`config.mk`:
```
export PLATFORM = sky130hd
export DESIGN_NAME = vertex_bounds_and_radius_core
export DESIGN_NICKNAME = d
export VERILOG_FILES = /design/src/vbr_pkg.sv /design/src/vertex_bounds_and_radius_core.sv
export SDC_FILE = /design/constraint.sdc
export NUM_CORES = 2
export LEC_CHECK = 0
export ABC_AREA = 1
export BUFFER_PORTS_ARGS = -buffer_cell sky130_fd_sc_hd__clkbuf_2
export CORE_ASPECT_RATIO = 1.5
export CORE_MARGIN = 2
export CORE_UTILIZATION = 30
export CTS_CLUSTER_DIAMETER = 30
export DETAILED_ROUTE_END_ITERATION = 12
export PLACE_DENSITY = 0.48
export SYNTH_ARGS = -nofsm -noshare
export SYNTH_HDL_FRONTEND = slang
export SYNTH_SLANG_ARGS = --single-unit
export TNS_END_PERCENT = 100
```
`constraint.sdc`:
```
create_clock -name clock -period 10.8 [get_ports clock]
set_input_delay 0.54 -clock clock [delete_from_list [all_inputs] [get_ports clock]]
set_output_delay 0.54 -clock clock [all_outputs]
set_load 0.01 [all_outputs]
```
`src/vbr_pkg.sv`:
```
package vbr_pkg;

   localparam int FIELD_WIDTH    = 32;
   localparam int AXIS_COUNT     = 3;
   localparam int REQ_DATA_WIDTH = AXIS_COUNT * FIELD_WIDTH;
   localparam int RSP_DATA_WIDTH = (2 * AXIS_COUNT + 1) * FIELD_WIDTH;

   localparam int STATE_WIDTH = 3;

   typedef logic [STATE_WIDTH-1:0] state_type;

   localparam state_type ST_IDLE   = 3'd0;
   localparam state_type ST_SQUARE = 3'd1;
   localparam state_type ST_MERGE  = 3'd2;
   localparam state_type ST_ROOT   = 3'd3;
   localparam state_type ST_SEND   = 3'd4;

endpackage

```
`src/vertex_bounds_and_radius_core.sv`:
```
// Running axis-aligned bounding box and bounding radius of a vertex stream.
// Each req transaction carries one vertex as signed Q16.16 x, y, z in tdata.
// tuser set starts a new object at that vertex; tlast set ends the object,
// and after that vertex has been merged the block sends one rsp transaction
// with the per-axis minimum and maximum and the radius, the floor square
// root of the largest squared distance from the origin, in unsigned Q16.16.
// After a vertex is accepted req_tready stays low until the block is idle
// again, so a new vertex is not taken before the last one is merged: one
// shared multiplier squares x, y and z in turn and a merge state updates
// the bounds. A last vertex then passes through the square root, which
// produces one result bit per cycle, then a send state raises rsp_tvalid.
// Reset clears the bounds and the peak square to zero, so a vertex that
// arrives without tuser after reset merges with the origin. Nothing is
// cleared by tlast. The result sits in an output register; while the
// receiver stalls, the next object's vertices are still accepted, and only
// a further result waits until that register has been taken.
module vertex_bounds_and_radius_core #(
   parameter int COORD_WIDTH = 32
) (
   input  logic                                clock,
   input  logic                                reset,
   input  logic                                req_tvalid,
   output logic                                req_tready,
   // vertex_x, vertex_y, vertex_z
   input  logic [vbr_pkg::REQ_DATA_WIDTH-1:0]  req_tdata,
   // first_vertex
   input  logic                                req_tuser,
   input  logic                                req_tlast,
   output logic                                rsp_tvalid,
   input  logic                                rsp_tready,
   // min_x, min_y, min_z, max_x, max_y, max_z, radius
   output logic [vbr_pkg::RSP_DATA_WIDTH-1:0]  rsp_tdata
);
   import vbr_pkg::*;

   localparam int CW         = COORD_WIDTH;
   localparam int SQ_WIDTH   = 2 * CW;
   localparam int REM_WIDTH  = CW + 2;
   localparam int STEP_WIDTH = $clog2(CW);

   localparam logic [STEP_WIDTH-1:0] STEP_X    = STEP_WIDTH'(0);
   localparam logic [STEP_WIDTH-1:0] STEP_Y    = STEP_WIDTH'(1);
   localparam logic [STEP_WIDTH-1:0] STEP_Z    = STEP_WIDTH'(2);
   localparam logic [STEP_WIDTH-1:0] STEP_SUM  = STEP_WIDTH'(3);
   localparam logic [STEP_WIDTH-1:0] STEP_ROOT = STEP_WIDTH'(CW - 1);

   state_type                  state_ff, state_in;
   logic [STEP_WIDTH-1:0]      step_ff, step_in;
   logic signed [CW-1:0]       coord_ff [AXIS_COUNT];
   logic signed [CW-1:0]       coord_in [AXIS_COUNT];
   logic                       first_ff, first_in;
   logic                       last_ff, last_in;
   logic [SQ_WIDTH-1:0]        product_ff, product_in;
   logic [SQ_WIDTH-1:0]        sum_ff, sum_in;
   logic signed [CW-1:0]       min_ff [AXIS_COUNT];
   logic signed [CW-1:0]       min_in [AXIS_COUNT];
   logic signed [CW-1:0]       max_ff [AXIS_COUNT];
   logic signed [CW-1:0]       max_in [AXIS_COUNT];
   logic [SQ_WIDTH-1:0]        peak_ff, peak_in;
   logic [SQ_WIDTH-1:0]        num_ff, num_in;
   logic [REM_WIDTH-1:0]       rem_ff, rem_in;
   logic [CW-1:0]              root_ff, root_in;
   logic                       rsp_valid_ff, rsp_valid_in;
   logic [RSP_DATA_WIDTH-1:0]  rsp_data_ff, rsp_data_in;

   logic signed [CW-1:0]       mult_src;
   logic [CW-1:0]              mult_mag;
   logic [REM_WIDTH-1:0]       rem_shift;
   logic [REM_WIDTH-1:0]       trial;

   assign req_tready = (state_ff == ST_IDLE);
   assign rsp_tvalid = rsp_valid_ff;
   assign rsp_tdata  = rsp_data_ff;

   always_comb begin
      unique case (step_ff)
         STEP_Y:  mult_src = coord_ff[1];
         STEP_Z:  mult_src = coord_ff[2];
         default: mult_src = coord_ff[0];
      endcase
      mult_mag  = mult_src[CW-1] ? CW'(-mult_src) : CW'(mult_src);
      rem_shift = {rem_ff[REM_WIDTH-3:0], num_ff[SQ_WIDTH-1 -: 2]};
      trial     = {root_ff, 2'b01};
   end

   always_comb begin
      state_in     = state_ff;
      step_in      = step_ff;
      coord_in     = coord_ff;
      first_in     = first_ff;
      last_in      = last_ff;
      product_in   = SQ_WIDTH'(mult_mag) * SQ_WIDTH'(mult_mag);
      sum_in       = sum_ff;
      min_in       = min_ff;
      max_in       = max_ff;
      peak_in      = peak_ff;
      num_in       = num_ff;
      rem_in       = rem_ff;
      root_in      = root_ff;
      rsp_valid_in = rsp_valid_ff;
      rsp_data_in  = rsp_data_ff;

      if (rsp_valid_ff && rsp_tready) begin
         rsp_valid_in = 1'b0;
      end

      unique case (state_ff)
         ST_IDLE: begin
            if (req_tvalid) begin
               for (int i = 0; i < AXIS_COUNT; i++) begin
                  coord_in[i] = signed'(req_tdata[i*FIELD_WIDTH +: CW]);
               end
               first_in = req_tuser;
               last_in  = req_tlast;
               sum_in   = '0;
               step_in  = STEP_X;
               state_in = ST_SQUARE;
            end
         end
         ST_SQUARE: begin
            if (step_ff != STEP_X) begin
               sum_in = sum_ff + product_ff;
            end
            if (step_ff == STEP_SUM) begin
               state_in = ST_MERGE;
            end else begin
               step_in = step_ff + STEP_WIDTH'(1);
            end
         end
         ST_MERGE: begin
            if (first_ff) begin
               min_in  = coord_ff;
               max_in  = coord_ff;
               peak_in = sum_ff;
            end else begin
               for (int i = 0; i < AXIS_COUNT; i++) begin
                  if (coord_ff[i] < min_ff[i]) begin
                     min_in[i] = coord_ff[i];
                  end
                  if (coord_ff[i] > max_ff[i]) begin
                     max_in[i] = coord_ff[i];
                  end
               end
               if (sum_ff > peak_ff) begin
                  peak_in = sum_ff;
               end
            end
            if (last_ff) begin
               num_in   = first_ff ? sum_ff : ((sum_ff > peak_ff) ? sum_ff : peak_ff);
               rem_in   = '0;
               root_in  = '0;
               step_in  = STEP_ROOT;
               state_in = ST_ROOT;
            end else begin
               state_in = ST_IDLE;
            end
         end
         ST_ROOT: begin
            num_in = {num_ff[SQ_WIDTH-3:0], 2'b00};
            if (rem_shift >= trial) begin
               rem_in  = rem_shift - trial;
               root_in = {root_ff[CW-2:0], 1'b1};
            end else begin
               rem_in  = rem_shift;
               root_in = {root_ff[CW-2:0], 1'b0};
            end
            if (step_ff == '0) begin
               state_in = ST_SEND;
            end else begin
               step_in = step_ff - STEP_WIDTH'(1);
            end
         end
         ST_SEND: begin
            if (!rsp_valid_ff || rsp_tready) begin
               for (int i = 0; i < AXIS_COUNT; i++) begin
                  rsp_data_in[i*FIELD_WIDTH +: FIELD_WIDTH] = FIELD_WIDTH'(min_ff[i]);
                  rsp_data_in[(AXIS_COUNT+i)*FIELD_WIDTH +: FIELD_WIDTH] =
                     FIELD_WIDTH'(max_ff[i]);
               end
               rsp_data_in[2*AXIS_COUNT*FIELD_WIDTH +: FIELD_WIDTH] = FIELD_WIDTH'(root_ff);
               rsp_valid_in = 1'b1;
               state_in     = ST_IDLE;
            end
         end
         default: begin
            state_in = ST_IDLE;
         end
      endcase
   end

   always_ff @(posedge clock) begin
      if (reset) begin
         state_ff     <= ST_IDLE;
         rsp_valid_ff <= 1'b0;
         peak_ff      <= '0;
         for (int i = 0; i < AXIS_COUNT; i++) begin
            min_ff[i] <= '0;
            max_ff[i] <= '0;
         end
      end else begin
         state_ff     <= state_in;
         rsp_valid_ff <= rsp_valid_in;
         peak_ff      <= peak_in;
         min_ff       <= min_in;
         max_ff       <= max_in;
      end
   end

   always_ff @(posedge clock) begin
      step_ff     <= step_in;
      coord_ff    <= coord_in;
      first_ff    <= first_in;
      last_ff     <= last_in;
      product_ff  <= product_in;
      sum_ff      <= sum_in;
      num_ff      <= num_in;
      rem_ff      <= rem_in;
      root_ff     <= root_in;
      rsp_data_ff <= rsp_data_in;
   end

endmodule

```
==> flow_metrics.env <==
export IMPL_status="finished, final reports clean"
export IMPL_grt_start_max_net_pins=239
export IMPL_synth_edff_count=519
export IMPL_maxCapViolCount=0
export IMPL_numPortBuffers=327
export IMPL_r2r_end="product_ff[44]"
export IMPL_synthCells=8711
export IMPL_clock_root_buffer="clkbuf_16"
export IMPL_firstDrtPassIters=6
export IMPL_hp_class="in2reg"
export IMPL_fp_dieH_um=613
export IMPL_worst_slew_pin_slew_ps=1440
export IMPL_clk_pin_slew_ps=60
export IMPL_hold_viol_final=0
export IMPL_fin_worst_skew_ps=51.8
export IMPL_drt_iter0_drc=3612
export IMPL_yosysSeqAreaShare_pct=29.7
export IMPL_rsz0062_at_grt="false"
export IMPL_yosysTopAreaCellShare_pct=21.5
export IMPL_grt_remaining_overflow=0
export IMPL_cpMostUsedCell="fa_1"
export IMPL_hpwlAfterDp_um=208000
export IMPL_final_util_pct=35.0
export IMPL_max_freq_mhz=96.5
export IMPL_synth_top_cell_by_area="fa_1"
export IMPL_vias=60000
export IMPL_cp_end_kind="flip-flop"
export IMPL_fill_cells=25400
export IMPL_cts_tree="yes"
export IMPL_reg2reg_depth=36
export IMPL_clk_latency_ps=790
export IMPL_multi_input_area_um2=44400
export IMPL_track_usage_pct=20.9
export IMPL_syn_area_um2=74200
export IMPL_whs_path_depth=1
export IMPL_relSlewSlack_pct=3.71
export IMPL_syn_area_per_cell_um2=8.52
export IMPL_start_kind="flip-flop"
export IMPL_cts_inserted_buffers=159
export IMPL_layout_drive_gt1_share_pct=9.54
export IMPL_seqCellArea_um2=22100
export IMPL_clock_sinks=842
export IMPL_ys_async_sr_fraction_pct=0
export IMPL_pin_count=328
export IMPL_cp_slowest_stage_delay_ps=560
export IMPL_path_class="reg2reg"
export IMPL_final_setup_viol_count=0
export IMPL_fin_tns_setup_ps=0
export IMPL_area_growth_pct=16.1
export IMPL_required_ps=11420
export IMPL_grt_pass1_wl_um=396000
export IMPL_synth_area_leaders="fa_1, edfxtp_1, ha_1, inv_1, dfxtp_1"
export IMPL_cp_slowest_cell="fa_1"
export IMPL_synth_warnings=0
export IMPL_gp_congestion=0.962
export IMPL_min_period_over_period_pct=95.9
export IMPL_drv_slew=0
export IMPL_drcViolationCount=0
export IMPL_yosys_register_bits=842
export IMPL_antenna_found_initial=6
export IMPL_cts_buffer_depth=4
export IMPL_ctsHtreeMaxLevel=4
export IMPL_final_common_cell="inv_1"
export IMPL_wl_per_cell_um=20.9
export IMPL_ys_types=64
export IMPL_num_rows=223
export IMPL_dieArea_um2=251000
export IMPL_mostFrequentLayoutCells="inv_1, nand2_1, nor2_1, fa_1, a21oi_1"
export IMPL_ant_nets=0
export IMPL_crit_fanout=25
export IMPL_rrSetupSlack_ps=440
export IMPL_whs_endpoint="coord_ff[36]"
export IMPL_crit_arrival_ps=10980
export IMPL_timing_rr_start="step_ff[2]"
export IMPL_initial_core_util_pct=30.2
export IMPL_synth_main_ff_cell="edfxtp_1"
export IMPL_dieWidth_um=410
export IMPL_period_needed_ps=10360
export IMPL_via_per_inst=4.78
export IMPL_coreArea_um2=246000
export IMPL_first_global_vias=64000
export IMPL_hold_start="req_tdata[36]"
export IMPL_crit_start="step_ff[2]"
export IMPL_drt_total_wl_um=262000
export IMPL_final_nets=10700
[kinds of logic (layout without fill, tap and decap cells)]
group,count (synthesis),after routing,share of synthesized area [%]
XOR/XNOR,111,111,1.37
adder cells (fa/ha/maj),1432,1432,32.2
other,2,55,0.0101
buffers and inverters,2091,2621,10.8
AO/OA/AOI/OAI,1116,1116,8.23
flip-flops,842,842,29.7
AND/OR/NAND/NOR,3117,3118,17.6
[cells in the mapped netlist (7+ instances only)]
| cell type | instances |
|---|---|
| fa_1 | 795 |
| o21ai_0 | 256 |
| nor3_1 | 44 |
| o21bai_1 | 36 |
| buf_4 | 9 |
| nor2_1 | 925 |
| a31oi_1 | 44 |
| nor2_2 | 31 |
| nand4_1 | 66 |
| dfxtp_1 | 323 |
| buf_1 | 31 |
| a211oi_1 | 7 |
| o21a_1 | 36 |
| xnor2_1 | 35 |
| buf_2 | 53 |
| inv_2 | 61 |
| nand3_1 | 504 |
| a21oi_1 | 648 |
| xor2_1 | 73 |
| clkbuf_1 | 160 |
| ha_1 | 637 |
| nand2_1 | 1458 |
| edfxtp_1 | 519 |
| nor4_1 | 18 |
| a21boi_0 | 12 |
| buf_6 | 10 |
| nor2_4 | 24 |
| o211ai_1 | 12 |
| a21o_1 | 31 |
| nand2_2 | 12 |
| inv_1 | 1760 |
[flip-flops by register name, summed over array words and instances, names as in the netlist, 63 cells and up]
signal and flops:
rsp_tdata 224, min_ff 96, max_ff 96, product_ff 63, sum_ff 64, peak_ff 64
num_ff 64, coord_ff 96
[stage by stage]
| stage | hold WS, ps | area [µm²] | cells | worst slack, ps |
|---|---|---|---|---|
| 2_1_floorplan | 426 | 74400 | 8759 | 92.6 |
| 3_3_place_gp | 437 | 79700 | 12200 | 190 |
| 3_5_place_dp | 434 | 79700 | 12200 | 32.4 |
| 4_1_cts | 7.36 | 86100 | 12600 | 38.5 |
| 5_1_grt | 22.9 | 86100 | 12600 | 26.4 |
| 6_report | 46.9 | 86100 | 12600 | 438 |
[critical path: cells and delay by family (launching register included)]
family          cells  cell delay (ps)
buf+inv             7              920
fa+ha+maj           9             4430
simple gates       18             3590
flops               1              480
xor+xnor            1              440
compound gates      1              280
[area by class of cell]
| class | count | area share (%) |
|---|---|---|
| Multi-Input combinational cell | 5827 | 51.6 |
| Clock buffer | 182 | 4.98 |
| Clock inverter | 103 | 1.33 |
| Sequential cell | 842 | 25.6 |
| Antenna cell | 5 | 0.0145 |
| Inverter | 1827 | 7.98 |
| Tap cell | 3262 | 4.74 |
| Timing Repair Buffer | 509 | 3.80 |
[worst max path at each step]
stage               slack [ps]  cells past startpoint              to
floorplan                   90                      3    rsp_tdata[0]
global placement           190                     33  product_ff[51]
detailed placement          30                     33  product_ff[51]
CTS                         40                     33  product_ff[51]
global route                30                     36  product_ff[51]
finish                     440                     36  product_ff[44]
[routing by layer]
| metal | track usage (%) | up-vias | wire [µm] |
|---|---|---|---|
| li1 | - | 28300 | - |
| met1 | 24.3 | 29500 | 103000 |
| met2 | 38.3 | 1613 | 134000 |
| met3 | 2.13 | 505 | 11200 |
| met4 | 9.61 | 0 | 13600 |
| met5 | 0 | - | 0 |
[what timing repair did]
| item | CTS | global route |
|---|---|---|
| endpoints found under the hold margin | 88 | 0 |
| hold buffers | 88 | 0 |
| endpoints found under the setup margin | 0 | 24 |
| buffers inserted | 0 | 0 |
| resized for setup | 0 | 19 |
Power is not shown: default switching activity piles up to over one toggle a cycle in this logic, so the estimate is an artifact.
